<file path="src/hw/rtl/hsv_pkg.sv">
// Shared types and constants for the HSV to RGB color converter.
// Used by every stage module and by the top level; depends on nothing.
package hsv_pkg;

    // Hue limits after clamping: zero maps to one, 360 and above to 359.
    localparam logic [8:0] HUE_MIN   = 9'd1;
    localparam logic [8:0] HUE_LIMIT = 9'd360;
    localparam logic [8:0] HUE_MAX   = 9'd359;
    localparam logic [6:0] PCT_LIMIT = 7'd100;
    localparam logic [5:0] SECTOR_DEG = 6'd60;
    localparam logic [14:0] CHAN_SCALE = 15'd255;
    localparam logic [12:0] SECTOR_FULL = 13'd6000;

    // Sector codes, one per sixty degrees of hue.
    localparam logic [2:0] SEC_RED     = 3'd0;
    localparam logic [2:0] SEC_YELLOW  = 3'd1;
    localparam logic [2:0] SEC_GREEN   = 3'd2;
    localparam logic [2:0] SEC_CYAN    = 3'd3;
    localparam logic [2:0] SEC_BLUE    = 3'd4;
    localparam logic [2:0] SEC_MAGENTA = 3'd5;

    // Constant divisors and their truncated reciprocals.
    localparam int unsigned DIV_SHIFT = 28;
    localparam int unsigned PROD_W    = 37;
    localparam logic [19:0] DIV_V = 20'd100;
    localparam logic [19:0] DIV_P = 20'd10000;
    localparam logic [19:0] DIV_Q = 20'd600000;
    localparam logic [21:0] RECIP_V = 22'((64'd1 << DIV_SHIFT) / 64'd100);
    localparam logic [21:0] RECIP_P = 22'((64'd1 << DIV_SHIFT) / 64'd10000);
    localparam logic [21:0] RECIP_Q = 22'((64'd1 << DIV_SHIFT) / 64'd600000);

    typedef struct packed {
        logic [2:0] sector;
        logic [5:0] frac;
        logic [6:0] sat;
        logic [6:0] val;
    } hsv_sect_t;

    typedef struct packed {
        logic [2:0]  sector;
        logic [14:0] vk;
        logic [6:0]  diff_p;
        logic [12:0] diff_q;
        logic [12:0] diff_t;
    } hsv_diff_t;

    typedef struct packed {
        logic [2:0]  sector;
        logic [14:0] num_v;
        logic [21:0] num_p;
        logic [27:0] num_q;
        logic [27:0] num_t;
    } hsv_num_t;

    typedef struct packed {
        logic [2:0]  sector;
        logic [14:0] num_v;
        logic [21:0] num_p;
        logic [27:0] num_q;
        logic [27:0] num_t;
        logic [7:0]  est_v;
        logic [7:0]  est_p;
        logic [7:0]  est_q;
        logic [7:0]  est_t;
    } hsv_est_t;

    typedef struct packed {
        logic [7:0] blue;
        logic [7:0] green;
        logic [7:0] red;
    } hsv_rgb_t;

endpackage

</file>
<file path="src/hw/rtl/hsv_sector.sv">
// First pipeline stage: input saturation, hue clamping, sector and fraction.
// Depends on hsv_pkg.
module hsv_sector (
    input  logic              aclk,
    input  logic              aresetn,
    input  logic              in_valid,
    output logic              in_ready,
    input  logic [8:0]        in_hue,
    input  logic [6:0]        in_sat,
    input  logic [6:0]        in_bri,
    output logic              out_valid,
    input  logic              out_ready,
    output hsv_pkg::hsv_sect_t out_data
);

    logic [8:0]         hue_clip;
    logic [8:0]         hue_base;
    hsv_pkg::hsv_sect_t data_next;
    hsv_pkg::hsv_sect_t data_reg;
    logic               valid_reg;

    always_comb begin
        if (in_hue >= hsv_pkg::HUE_LIMIT) begin
            hue_clip = hsv_pkg::HUE_MAX;
        end else if (in_hue == 9'd0) begin
            hue_clip = hsv_pkg::HUE_MIN;
        end else begin
            hue_clip = in_hue;
        end

        if (hue_clip < 9'd60) begin
            data_next.sector = hsv_pkg::SEC_RED;
            hue_base = 9'd0;
        end else if (hue_clip < 9'd120) begin
            data_next.sector = hsv_pkg::SEC_YELLOW;
            hue_base = 9'd60;
        end else if (hue_clip < 9'd180) begin
            data_next.sector = hsv_pkg::SEC_GREEN;
            hue_base = 9'd120;
        end else if (hue_clip < 9'd240) begin
            data_next.sector = hsv_pkg::SEC_CYAN;
            hue_base = 9'd180;
        end else if (hue_clip < 9'd300) begin
            data_next.sector = hsv_pkg::SEC_BLUE;
            hue_base = 9'd240;
        end else begin
            data_next.sector = hsv_pkg::SEC_MAGENTA;
            hue_base = 9'd300;
        end

        data_next.frac = 6'(hue_clip - hue_base);
        data_next.sat  = (in_sat > hsv_pkg::PCT_LIMIT) ? hsv_pkg::PCT_LIMIT : in_sat;
        data_next.val  = (in_bri > hsv_pkg::PCT_LIMIT) ? hsv_pkg::PCT_LIMIT : in_bri;
    end

    assign in_ready  = !valid_reg || out_ready;
    assign out_valid = valid_reg;
    assign out_data  = data_reg;

    always_ff @(posedge aclk) begin
        if (!aresetn) begin
            valid_reg <= 1'b0;
        end else if (in_ready) begin
            valid_reg <= in_valid;
        end
    end

    always_ff @(posedge aclk) begin
        if (in_ready && in_valid) begin
            data_reg <= data_next;
        end
    end

endmodule

</file>
<file path="src/hw/rtl/hsv_mul.sv">
// Second and third pipeline stages: the sector weights and the scaled
// numerators of v, p, q and t. Depends on hsv_pkg.
module hsv_mul (
    input  logic               aclk,
    input  logic               aresetn,
    input  logic               in_valid,
    output logic               in_ready,
    input  hsv_pkg::hsv_sect_t in_data,
    output logic               out_valid,
    input  logic               out_ready,
    output hsv_pkg::hsv_num_t  out_data
);

    logic [12:0]        frac_sat;
    logic [12:0]        rest_sat;
    hsv_pkg::hsv_diff_t diff_next;
    hsv_pkg::hsv_diff_t diff_reg;
    logic               diff_valid_reg;
    logic               diff_ready;
    hsv_pkg::hsv_num_t  num_next;
    hsv_pkg::hsv_num_t  num_reg;
    logic               num_valid_reg;
    logic               num_ready;

    // Weights 100 - s, 6000 - f*s and 6000 - (60 - f)*s never go negative.
    always_comb begin
        frac_sat = 13'(in_data.frac) * 13'(in_data.sat);
        rest_sat = 13'(hsv_pkg::SECTOR_DEG - in_data.frac) * 13'(in_data.sat);
        diff_next.sector = in_data.sector;
        diff_next.vk     = 15'(in_data.val) * hsv_pkg::CHAN_SCALE;
        diff_next.diff_p = hsv_pkg::PCT_LIMIT - in_data.sat;
        diff_next.diff_q = hsv_pkg::SECTOR_FULL - frac_sat;
        diff_next.diff_t = hsv_pkg::SECTOR_FULL - rest_sat;
    end

    always_comb begin
        num_next.sector = diff_reg.sector;
        num_next.num_v  = diff_reg.vk;
        num_next.num_p  = 22'(diff_reg.vk) * 22'(diff_reg.diff_p);
        num_next.num_q  = 28'(diff_reg.vk) * 28'(diff_reg.diff_q);
        num_next.num_t  = 28'(diff_reg.vk) * 28'(diff_reg.diff_t);
    end

    assign num_ready  = !num_valid_reg || out_ready;
    assign diff_ready = !diff_valid_reg || num_ready;
    assign in_ready   = diff_ready;
    assign out_valid  = num_valid_reg;
    assign out_data   = num_reg;

    always_ff @(posedge aclk) begin
        if (!aresetn) begin
            diff_valid_reg <= 1'b0;
            num_valid_reg  <= 1'b0;
        end else begin
            if (diff_ready) begin
                diff_valid_reg <= in_valid;
            end
            if (num_ready) begin
                num_valid_reg <= diff_valid_reg;
            end
        end
    end

    always_ff @(posedge aclk) begin
        if (diff_ready && in_valid) begin
            diff_reg <= diff_next;
        end
        if (num_ready && diff_valid_reg) begin
            num_reg <= num_next;
        end
    end

endmodule

</file>
<file path="src/hw/rtl/hsv_div.sv">
// Fourth and fifth pipeline stages: division by constants through reciprocal
// multiplication, a one-step correction, and the sector channel select.
// Depends on hsv_pkg.
module hsv_div (
    input  logic              aclk,
    input  logic              aresetn,
    input  logic              in_valid,
    output logic              in_ready,
    input  hsv_pkg::hsv_num_t in_data,
    output logic              out_valid,
    input  logic              out_ready,
    output hsv_pkg::hsv_rgb_t out_data
);

    // The truncated reciprocal leaves the estimate at most one below the
    // true quotient, so one compare of the remainder fixes it.
    function automatic logic [7:0] fix_quot(input logic [27:0] num,
                                            input logic [7:0]  est,
                                            input logic [19:0] dvs);
        logic [27:0] rem;
        rem = num - 28'(est) * 28'(dvs);
        if (rem >= 28'(dvs)) begin
            return est + 8'd1;
        end
        return est;
    endfunction

    logic [hsv_pkg::PROD_W-1:0] prod_v;
    logic [hsv_pkg::PROD_W-1:0] prod_p;
    logic [hsv_pkg::PROD_W-1:0] prod_q;
    logic [hsv_pkg::PROD_W-1:0] prod_t;
    hsv_pkg::hsv_est_t          est_next;
    hsv_pkg::hsv_est_t          est_reg;
    logic                       est_valid_reg;
    logic                       est_ready;
    logic [7:0]                 chan_v;
    logic [7:0]                 chan_p;
    logic [7:0]                 chan_q;
    logic [7:0]                 chan_t;
    hsv_pkg::hsv_rgb_t          rgb_next;
    hsv_pkg::hsv_rgb_t          rgb_reg;
    logic                       rgb_valid_reg;
    logic                       rgb_ready;

    always_comb begin
        prod_v = hsv_pkg::PROD_W'(in_data.num_v) * hsv_pkg::PROD_W'(hsv_pkg::RECIP_V);
        prod_p = hsv_pkg::PROD_W'(in_data.num_p) * hsv_pkg::PROD_W'(hsv_pkg::RECIP_P);
        prod_q = hsv_pkg::PROD_W'(in_data.num_q) * hsv_pkg::PROD_W'(hsv_pkg::RECIP_Q);
        prod_t = hsv_pkg::PROD_W'(in_data.num_t) * hsv_pkg::PROD_W'(hsv_pkg::RECIP_Q);
        est_next.sector = in_data.sector;
        est_next.num_v  = in_data.num_v;
        est_next.num_p  = in_data.num_p;
        est_next.num_q  = in_data.num_q;
        est_next.num_t  = in_data.num_t;
        est_next.est_v  = prod_v[hsv_pkg::DIV_SHIFT +: 8];
        est_next.est_p  = prod_p[hsv_pkg::DIV_SHIFT +: 8];
        est_next.est_q  = prod_q[hsv_pkg::DIV_SHIFT +: 8];
        est_next.est_t  = prod_t[hsv_pkg::DIV_SHIFT +: 8];
    end

    always_comb begin
        chan_v = fix_quot(28'(est_reg.num_v), est_reg.est_v, hsv_pkg::DIV_V);
        chan_p = fix_quot(28'(est_reg.num_p), est_reg.est_p, hsv_pkg::DIV_P);
        chan_q = fix_quot(est_reg.num_q, est_reg.est_q, hsv_pkg::DIV_Q);
        chan_t = fix_quot(est_reg.num_t, est_reg.est_t, hsv_pkg::DIV_Q);
        case (est_reg.sector)
            hsv_pkg::SEC_RED: begin
                rgb_next.red = chan_v; rgb_next.green = chan_t; rgb_next.blue = chan_p;
            end
            hsv_pkg::SEC_YELLOW: begin
                rgb_next.red = chan_q; rgb_next.green = chan_v; rgb_next.blue = chan_p;
            end
            hsv_pkg::SEC_GREEN: begin
                rgb_next.red = chan_p; rgb_next.green = chan_v; rgb_next.blue = chan_t;
            end
            hsv_pkg::SEC_CYAN: begin
                rgb_next.red = chan_p; rgb_next.green = chan_q; rgb_next.blue = chan_v;
            end
            hsv_pkg::SEC_BLUE: begin
                rgb_next.red = chan_t; rgb_next.green = chan_p; rgb_next.blue = chan_v;
            end
            default: begin
                rgb_next.red = chan_v; rgb_next.green = chan_p; rgb_next.blue = chan_q;
            end
        endcase
    end

    assign rgb_ready = !rgb_valid_reg || out_ready;
    assign est_ready = !est_valid_reg || rgb_ready;
    assign in_ready  = est_ready;
    assign out_valid = rgb_valid_reg;
    assign out_data  = rgb_reg;

    always_ff @(posedge aclk) begin
        if (!aresetn) begin
            est_valid_reg <= 1'b0;
            rgb_valid_reg <= 1'b0;
        end else begin
            if (est_ready) begin
                est_valid_reg <= in_valid;
            end
            if (rgb_ready) begin
                rgb_valid_reg <= est_valid_reg;
            end
        end
    end

    always_ff @(posedge aclk) begin
        if (est_ready && in_valid) begin
            est_reg <= est_next;
        end
        if (rgb_ready && est_valid_reg) begin
            rgb_reg <= rgb_next;
        end
    end

endmodule

</file>
<file path="src/hw/rtl/hsv_to_rgb_converter_unit.sv">
// HSV to RGB color converter, top level. An accepted input item passes through the
// hsv_sector data register, then diff_reg, num_reg, est_reg and rgb_reg, to the output.
// Throughput is one item per cycle while the output is not stalled: five register stages,
// each with its own valid bit, and a stage takes a new item whenever it is
// empty or moves on. Reset (aresetn low, synchronous) clears all valid bits;
// data registers keep their contents. Depends on hsv_pkg, hsv_sector, hsv_mul and hsv_div.
module hsv_to_rgb_converter_unit (
    input  logic        aclk,
    input  logic        aresetn,
    input  logic        s_tvalid,
    output logic        s_tready,
    input  logic [23:0] s_tdata,   // hue [8:0], saturation [15:9], brightness [22:16], zero [23]
    output logic        m_tvalid,
    input  logic        m_tready,
    output logic [23:0] m_tdata    // red [7:0], green [15:8], blue [23:16]
);

    logic               sect_valid;
    logic               sect_ready;
    hsv_pkg::hsv_sect_t sect_data;
    logic               num_valid;
    logic               num_ready;
    hsv_pkg::hsv_num_t  num_data;
    hsv_pkg::hsv_rgb_t  rgb_data;

    hsv_sector u_sector (
        .aclk      (aclk),
        .aresetn   (aresetn),
        .in_valid  (s_tvalid),
        .in_ready  (s_tready),
        .in_hue    (s_tdata[8:0]),
        .in_sat    (s_tdata[15:9]),
        .in_bri    (s_tdata[22:16]),
        .out_valid (sect_valid),
        .out_ready (sect_ready),
        .out_data  (sect_data)
    );

    hsv_mul u_mul (
        .aclk      (aclk),
        .aresetn   (aresetn),
        .in_valid  (sect_valid),
        .in_ready  (sect_ready),
        .in_data   (sect_data),
        .out_valid (num_valid),
        .out_ready (num_ready),
        .out_data  (num_data)
    );

    hsv_div u_div (
        .aclk      (aclk),
        .aresetn   (aresetn),
        .in_valid  (num_valid),
        .in_ready  (num_ready),
        .in_data   (num_data),
        .out_valid (m_tvalid),
        .out_ready (m_tready),
        .out_data  (rgb_data)
    );

    assign m_tdata = {rgb_data.blue, rgb_data.green, rgb_data.red};

endmodule

</file>
<file path="config.mk">
export PLATFORM = sky130hd
export DESIGN_NAME = hsv_to_rgb_converter_unit
export DESIGN_NICKNAME = d
export VERILOG_FILES = /design/src/hw/rtl/hsv_pkg.sv /design/src/hw/rtl/hsv_sector.sv /design/src/hw/rtl/hsv_mul.sv /design/src/hw/rtl/hsv_div.sv /design/src/hw/rtl/hsv_to_rgb_converter_unit.sv
export SDC_FILE = /design/constraint.sdc
export NUM_CORES = 2
export LEC_CHECK = 0
export BUFFER_PORTS_ARGS = -buffer_cell sky130_fd_sc_hd__clkbuf_2
export CAP_MARGIN = 20
export CORE_UTILIZATION = 55
export CTS_BUF_LIST = sky130_fd_sc_hd__clkbuf_16
export CTS_CLUSTER_SIZE = 24
export DETAILED_ROUTE_END_ITERATION = 7
export PLACE_DENSITY = 0.71
export SLEW_MARGIN = 20
export SYNTH_ARGS = -nofsm -noshare
export SYNTH_HDL_FRONTEND = slang
export SYNTH_SLANG_ARGS = --single-unit
</file>
<file path="constraint.sdc">
create_clock -name aclk -period 15 [get_ports aclk]
set_input_delay 3 -clock aclk [delete_from_list [all_inputs] [get_ports aclk]]
set_output_delay 3 -clock aclk [all_outputs]
set_load 0.1 [all_outputs]
</file>
Yosys cells after proc, flatten, opt, wreduce, memory -nomap -nowiden
Index checks and enable logic that the tools add are counted.

Multiply operators: 14. Order comparisons: 12. Add/sub/neg operators: 13. Equality and inequality tests: 4. Muxes and demuxes: 24. Reductions and logical operators: 19.

Operators with widths (count): case mux 24 bit (5 select lines) (1); multiplier 28 x 9 -> 36 bit (second input constant) (2); two-way mux 8 bit (8); greater-or-equal comparator 28 x 20 -> 1 bit (second input constant) (2); multiplier 15 x 13 -> 28 bit (2); subtractor 28 bit (2); multiplier 8 x 14 -> 22 bit (second input constant) (2); multiplier 22 x 15 -> 36 bit (second input constant) (1); multiplier 15 x 21 -> 35 bit (second input constant) (1); adder 8 x 1 -> 8 bit (second input constant) (4); greater-or-equal comparator 28 x 14 -> 1 bit (second input constant) (1); greater-or-equal comparator 28 x 7 -> 1 bit (second input constant) (1); subtractor 13 bit (first input constant) (2); two-way mux 6 bit (4); subtractor 22 x 22 -> 23 bit (1); multiplier 15 x 7 -> 22 bit (1); < comparator 9 x 8 -> 1 bit (second input constant) (2); multiplier 8 x 10 -> 18 bit (second input constant) (1); two-way mux 9 bit (2); subtractor 15 x 15 -> 16 bit (1); multiplier 7 x 8 -> 15 bit (second input constant) (1); greater-than comparator 7 bit (second input constant) (2); multiplier 13 x 7 -> 13 bit (1); multiplier 6 x 7 -> 13 bit (1); other kinds (21) (40).

Output and inout port bits: 26. Register bits after elaboration: 327. Word-level logic and storage cells: 119.

Logic depth before layout (Yosys ltp)
Depth after elaboration: 10. Depth in mapped cells: 33.

By module
Synthesis repeated with hierarchy kept, for this count alone.

Cells, all modules: 6051. Area total of the unflattened synthesis: 59568.4 µm².

By module, submodules not included: hsv_div (instances 1, sequential area each 4063.9 µm², area each 33080.5 µm², cells each 3289); hsv_mul (instances 1, sequential area each 4394.2 µm², area each 25231.7 µm², cells each 2654); hsv_sector (instances 1, sequential area each 710.7 µm², area each 1256.2 µm², cells each 108).

Worst setup path after synthesis
Ideal clock, no wire load.

Kind: input to register. From: in m_tready. To: reg u_div.est_reg[0] in the netlist's numbering, enable pin. Path slack: 3212 ps. Path buffers: 0. Setup time: 747 ps. Arrival time: 11041 ps. Stages on the path: 2. Cells stage by stage: nor2b_1 -> a21boi_0.

Longest elaborated chain between the ends: 3.

Ends and longest elaborated chain: start: declaration (RTL line hsv_to_rgb_converter_unit.sv:14) `input logic m_tready,`; logical OR 1 bit (RTL line hsv_div.sv:88) `assign rgb_ready = !rgb_valid_reg || out_ready;`; logical OR 1 bit (RTL line hsv_div.sv:89) `assign est_ready = !est_valid_reg || rgb_ready;`; logical AND 1 bit (RTL line hsv_div.sv:109) `if (est_ready && in_valid) begin`; end signal: assignment (RTL line hsv_div.sv:110) `est_reg <= est_next;`; end: declaration (RTL line hsv_div.sv:33) `hsv_pkg::hsv_est_t est_reg;`.

Every way passes these cells. A chain may end at the register's enable or synchronous reset.

==> flow_summary.html <==
<table>
<tr><th>Metric</th><th>Value</th></tr>
<tr><th colspan="2">Timing</th></tr>
<tr><td>Final worst path period share</td><td>53.7%</td></tr>
<tr><td>RSZ-0062 raised after global routing</td><td>no</td></tr>
<tr><td>Max Clock Skew</td><td>0.0382 ns</td></tr>
<tr><td>Tightest slew margin relative to the limit</td><td>21.7%</td></tr>
<tr><td>Final Hold Viols</td><td>0</td></tr>
<tr><td>Final total negative setup slack</td><td>0 ns</td></tr>
<tr><td>Pins over their slew limit</td><td>0</td></tr>
<tr><td>Endpoints failing setup</td><td>0</td></tr>
<tr><td>Slew at the pin closest to its max-slew limit</td><td>1.17 ns</td></tr>
<tr><td>Min cycle time layout</td><td>8.05 ns</td></tr>
<tr><td>Max Freq</td><td>124 MHz</td></tr>
<tr><th colspan="2">Worst hold path</th></tr>
<tr><td>Class of the most critical hold timing path</td><td>reg -&gt; reg</td></tr>
<tr><th colspan="2">Floorplan</th></tr>
<tr><td>Count of boundary I/O pins</td><td>54</td></tr>
<tr><td>Placeable core area</td><td>106000 um^2</td></tr>
<tr><td>Die extent in x</td><td>329 um</td></tr>
<tr><td>Chip Height</td><td>329 um</td></tr>
<tr><td>Total die area</td><td>108000 um^2</td></tr>
<tr><td>Starting utilization of the core area</td><td>55.7%</td></tr>
<tr><td>Standard-cell rows</td><td>119</td></tr>
<tr><th colspan="2">Synth</th></tr>
<tr><td>#FFs+latches synth</td><td>307</td></tr>
<tr><td>Most common library cells after synthesis</td><td>sky130_fd_sc_hd__inv_1 (1383), sky130_fd_sc_hd__fa_1 (956), sky130_fd_sc_hd__ha_1 (933)</td></tr>
<tr><td>Number of nets in the synthesized netlist</td><td>7811</td></tr>
<tr><td>Register area share after synthesis</td><td>15.6%</td></tr>
<tr><td>Most frequent cell after synthesis</td><td>sky130_fd_sc_hd__inv_1</td></tr>
<tr><td>Number of enable-type register cells in the synthesized netlist</td><td>302</td></tr>
<tr><td>Post-synth ARST share</td><td>0%</td></tr>
<tr><td>Yosys warning total</td><td>0</td></tr>
<tr><td>Number of distinct standard cells referenced by the synthesized netlist</td><td>88</td></tr>
<tr><td>Syn_area_per_cell</td><td>9.97 um^2</td></tr>
<tr><td>Synth top area cells</td><td>sky130_fd_sc_hd__fa_1 (33%), sky130_fd_sc_hd__ha_1 (20%), sky130_fd_sc_hd__edfxtp_1 (15%)</td></tr>
<tr><td>Cell count after synthesis</td><td>5894</td></tr>
<tr><td>Most area-hungry cell type in the Yosys netlist</td><td>sky130_fd_sc_hd__fa_1</td></tr>
<tr><td>Area share of the largest cell type after synthesis</td><td>32.6%</td></tr>
<tr><td>Prevailing post-synth register cell</td><td>sky130_fd_sc_hd__edfxtp_1</td></tr>
<tr><td>Post-synthesis instance area</td><td>58800 um^2</td></tr>
<tr><th colspan="2">CTS</th></tr>
<tr><td>Number of gates resized after cts</td><td>0</td></tr>
<tr><td>Clock root buffer</td><td>sky130_fd_sc_hd__clkbuf_16</td></tr>
<tr><td>Number of buffers on the longest clock path</td><td>3</td></tr>
<tr><td>CTS tree</td><td>done</td></tr>
<tr><td>Hold-fix buffers at CTS</td><td>0</td></tr>
<tr><td>Clock latency reported for the late side of the worst-skew pair</td><td>0.61 ns</td></tr>
<tr><td>CTS Buf Count</td><td>40</td></tr>
<tr><td>Register clock-pin slew on the reported worst setup and hold paths</td><td>0.07 ns</td></tr>
<tr><td>Clk sinks</td><td>307</td></tr>
<tr><td>Post-CTS setup buffers</td><td>0</td></tr>
<tr><td>H-tree depth</td><td>2</td></tr>
<tr><th colspan="2">Placement</th></tr>
<tr><td>Total placed instance area</td><td>60500 um^2</td></tr>
<tr><td>Global placement routability congestion</td><td>0.911</td></tr>
<tr><td>Port-buffer cells</td><td>52</td></tr>
<tr><td>Half-perimeter wire length after placement</td><td>103000 um</td></tr>
<tr><th colspan="2">Routing</th></tr>
<tr><td>WL per Instance</td><td>16.7 um</td></tr>
<tr><td>Highest metal layer with signal wires</td><td>met5</td></tr>
<tr><td>Metal2 WL</td><td>58300 um</td></tr>
<tr><td>M1 WL</td><td>54600 um</td></tr>
<tr><td>Post-DR vias/cell</td><td>5.41</td></tr>
<tr><td>Number of vias after detailed routing</td><td>39600</td></tr>
<tr><td>DRC violation total after the first TritonRoute iteration</td><td>2109</td></tr>
<tr><td>Antenna Nets Post-Route</td><td>0</td></tr>
<tr><td>DR DRC count</td><td>5</td></tr>
<tr><td>Detailed route wirelength on metal3</td><td>5770 um</td></tr>
<tr><td>Pre-antenna DRT Iters</td><td>8</td></tr>
<tr><td>Post-Route WL</td><td>122000 um</td></tr>
<tr><th colspan="2">Outcome</th></tr>
<tr><td>Failing checks</td><td>design-rule violations</td></tr>
<tr><td>Result of the run</td><td>complete, but fails checks</td></tr>
<tr><th colspan="2">Cells and area</th></tr>
<tr><td>FILL cells</td><td>8908</td></tr>
<tr><td>P&amp;R area growth vs syn</td><td>5.33%</td></tr>
<tr><td>ANT cells</td><td>0</td></tr>
<tr><td>Share of post-route cells with drive strength above 1</td><td>3.26%</td></tr>
<tr><td>Post-route cell area</td><td>61900 um^2</td></tr>
<tr><td>Number of nets in the layout</td><td>7808</td></tr>
<tr><td>Max FFs per register</td><td>110</td></tr>
<tr><th colspan="2">Critical path</th></tr>
<tr><td>Standard cell with the maximum stage delay on the critical path</td><td>sky130_fd_sc_hd__fa_1</td></tr>
<tr><td>Kind of cell with the highest combined delay on the critical path</td><td>adder cells</td></tr>
<tr><td>Most frequent CP cell</td><td>sky130_fd_sc_hd__fa_1</td></tr>
<tr><td>Crit start category</td><td>flip-flop</td></tr>
<tr><td>Type of destination of the critical path</td><td>flip-flop</td></tr>
<tr><td>Buffers plus inverters on the worst setup path</td><td>4</td></tr>
<tr><td>Endpoint required time on the critical path</td><td>15.35 ns</td></tr>
<tr><td>CP max stage delay</td><td>0.68 ns</td></tr>
<tr><td>Setup Crit Path Kind</td><td>reg -&gt; reg</td></tr>
<tr><td>Data arrival time of the critical path</td><td>8.40 ns</td></tr>
<tr><td>CP Max Fanout</td><td>11</td></tr>
<tr><th colspan="2">Global routing</th></tr>
<tr><td>Maximum number of pins on one net before global-route repair</td><td>77</td></tr>
<tr><td>Final global-route overflow total</td><td>0</td></tr>
<tr><td>Via count of the first global-routing pass</td><td>41700</td></tr>
<tr><td>Wire length of the first global-routing pass</td><td>208000 um</td></tr>
<tr><td>Number of antenna violations at the first check in global routing</td><td>2</td></tr>
<tr><td>Tot GR Track Use</td><td>23.9%</td></tr>
<tr><th colspan="2">Flow run</th></tr>
<tr><td>Max-capacitance violation count</td><td>0</td></tr>
</table>
## worst paths after layout
path | from | end | slack, ns | cells after the start
worst max-delay path | u_div.est_reg[13]$_DFFE_PP_ | u_div.out_data[12]$_DFFE_PP_ | 6.95 | 27
worst min-delay path | u_mul.out_data[93]$_DFFE_PP_ | u_div.est_reg[125]$_DFFE_PP_ | 0.46 | 0
worst max register to register | u_div.est_reg[13]$_DFFE_PP_ | u_div.out_data[12]$_DFFE_PP_ | 6.95 | 27
worst min register to register | u_mul.out_data[93]$_DFFE_PP_ | u_div.est_reg[125]$_DFFE_PP_ | 0.46 | 0
## stage by stage
step	cells	util, %	hold WS, ns	setup WS, ns
after detailed placement	7240	57.4	0.440	6.90
after CTS	7312	58.6	0.459	6.84
after floorplan	5894	-	0.400	3.21
final	7312	58.6	0.460	6.95
after global placement	7240	57.4	0.440	6.94
after global routing	7312	58.6	0.463	6.41
## routing by layer
layer | vias to the layer above | global-route usage, %
met4 | 2 | 7.01
met1 | 19700 | 32.3
met5 | - | 0
met3 | 181 | 2.86
li1 | 18900 | -
met2 | 847 | 40.3
## cells in the final DEF (no fill, tap or decap), drive strengths merged, types with 29 or more instances in the layout
cell type  Yosys  final
inv         1383   1394
o21a          36     36
o21bai        41     41
fa           956    956
nand2        484    484
nor3          53     53
o21ai        111    111
nand3         47     47
clkbuf       113     93
a31oi         31     31
nor2b         50     50
and2         237    237
ha           933    933
nand2b        29     29
xor2          88     88
a21o          99     99
a21oi        197    197
nor2         160    160
edfxtp       302    302
xnor2        176    176
## layout make-up
type | count | area (um^2) | area share (%)
Tap cell | 1391 | 1740 | 2.81
Inverter | 1385 | 5200 | 8.40
Timing Repair Buffer | 76 | 440 | 0.712
Multi-Input combinational cell | 4081 | 44000 | 71.1
Clock inverter | 31 | 328 | 0.530
Clock buffer | 41 | 1030 | 1.66
Sequential cell | 307 | 9170 | 14.8
## kinds of logic after synthesis
group	after synthesis	synth area share [%]
AO/OA/AOI/OAI	719	8.14
XOR/XNOR	264	3.97
adder cells (fa/ha/maj)	1889	52.4
buffers and inverters	1506	9.63
flip-flops	307	15.6
multiplexers	22	0.385
AND/OR/NAND/NOR	1187	9.85
## worst reg2reg max path, cell delays in order (launching register included)
cell	delay, ns
sky130_fd_sc_hd__edfxtp_1	0.65
sky130_fd_sc_hd__fa_1	0.69
sky130_fd_sc_hd__inv_1	0.09
sky130_fd_sc_hd__fa_1	0.48
sky130_fd_sc_hd__inv_1	0.05
sky130_fd_sc_hd__fa_1	0.50
sky130_fd_sc_hd__fa_1	0.49
sky130_fd_sc_hd__ha_1	0.32
sky130_fd_sc_hd__inv_1	0.13
sky130_fd_sc_hd__o21bai_1	0.09
sky130_fd_sc_hd__a21oi_1	0.22
sky130_fd_sc_hd__o21ai_0	0.15
sky130_fd_sc_hd__o41a_1	0.40
sky130_fd_sc_hd__xnor2_1	0.17
sky130_fd_sc_hd__ha_1	0.32
sky130_fd_sc_hd__and3_1	0.18
sky130_fd_sc_hd__nand2_1	0.07
sky130_fd_sc_hd__o221ai_1	0.18
sky130_fd_sc_hd__a21oi_1	0.11
sky130_fd_sc_hd__o31ai_1	0.41
sky130_fd_sc_hd__a31oi_1	0.16
sky130_fd_sc_hd__xnor2_1	0.21
sky130_fd_sc_hd__nor4_2	0.06
sky130_fd_sc_hd__buf_4	0.21
sky130_fd_sc_hd__or3_1	0.34
sky130_fd_sc_hd__xnor2_1	0.53
sky130_fd_sc_hd__a211oi_1	0.18
sky130_fd_sc_hd__o41a_1	0.41
Power is left out: the tool's default activity adds up to more than one toggle a clock period on the data nets, which glitch-free logic cannot reach.
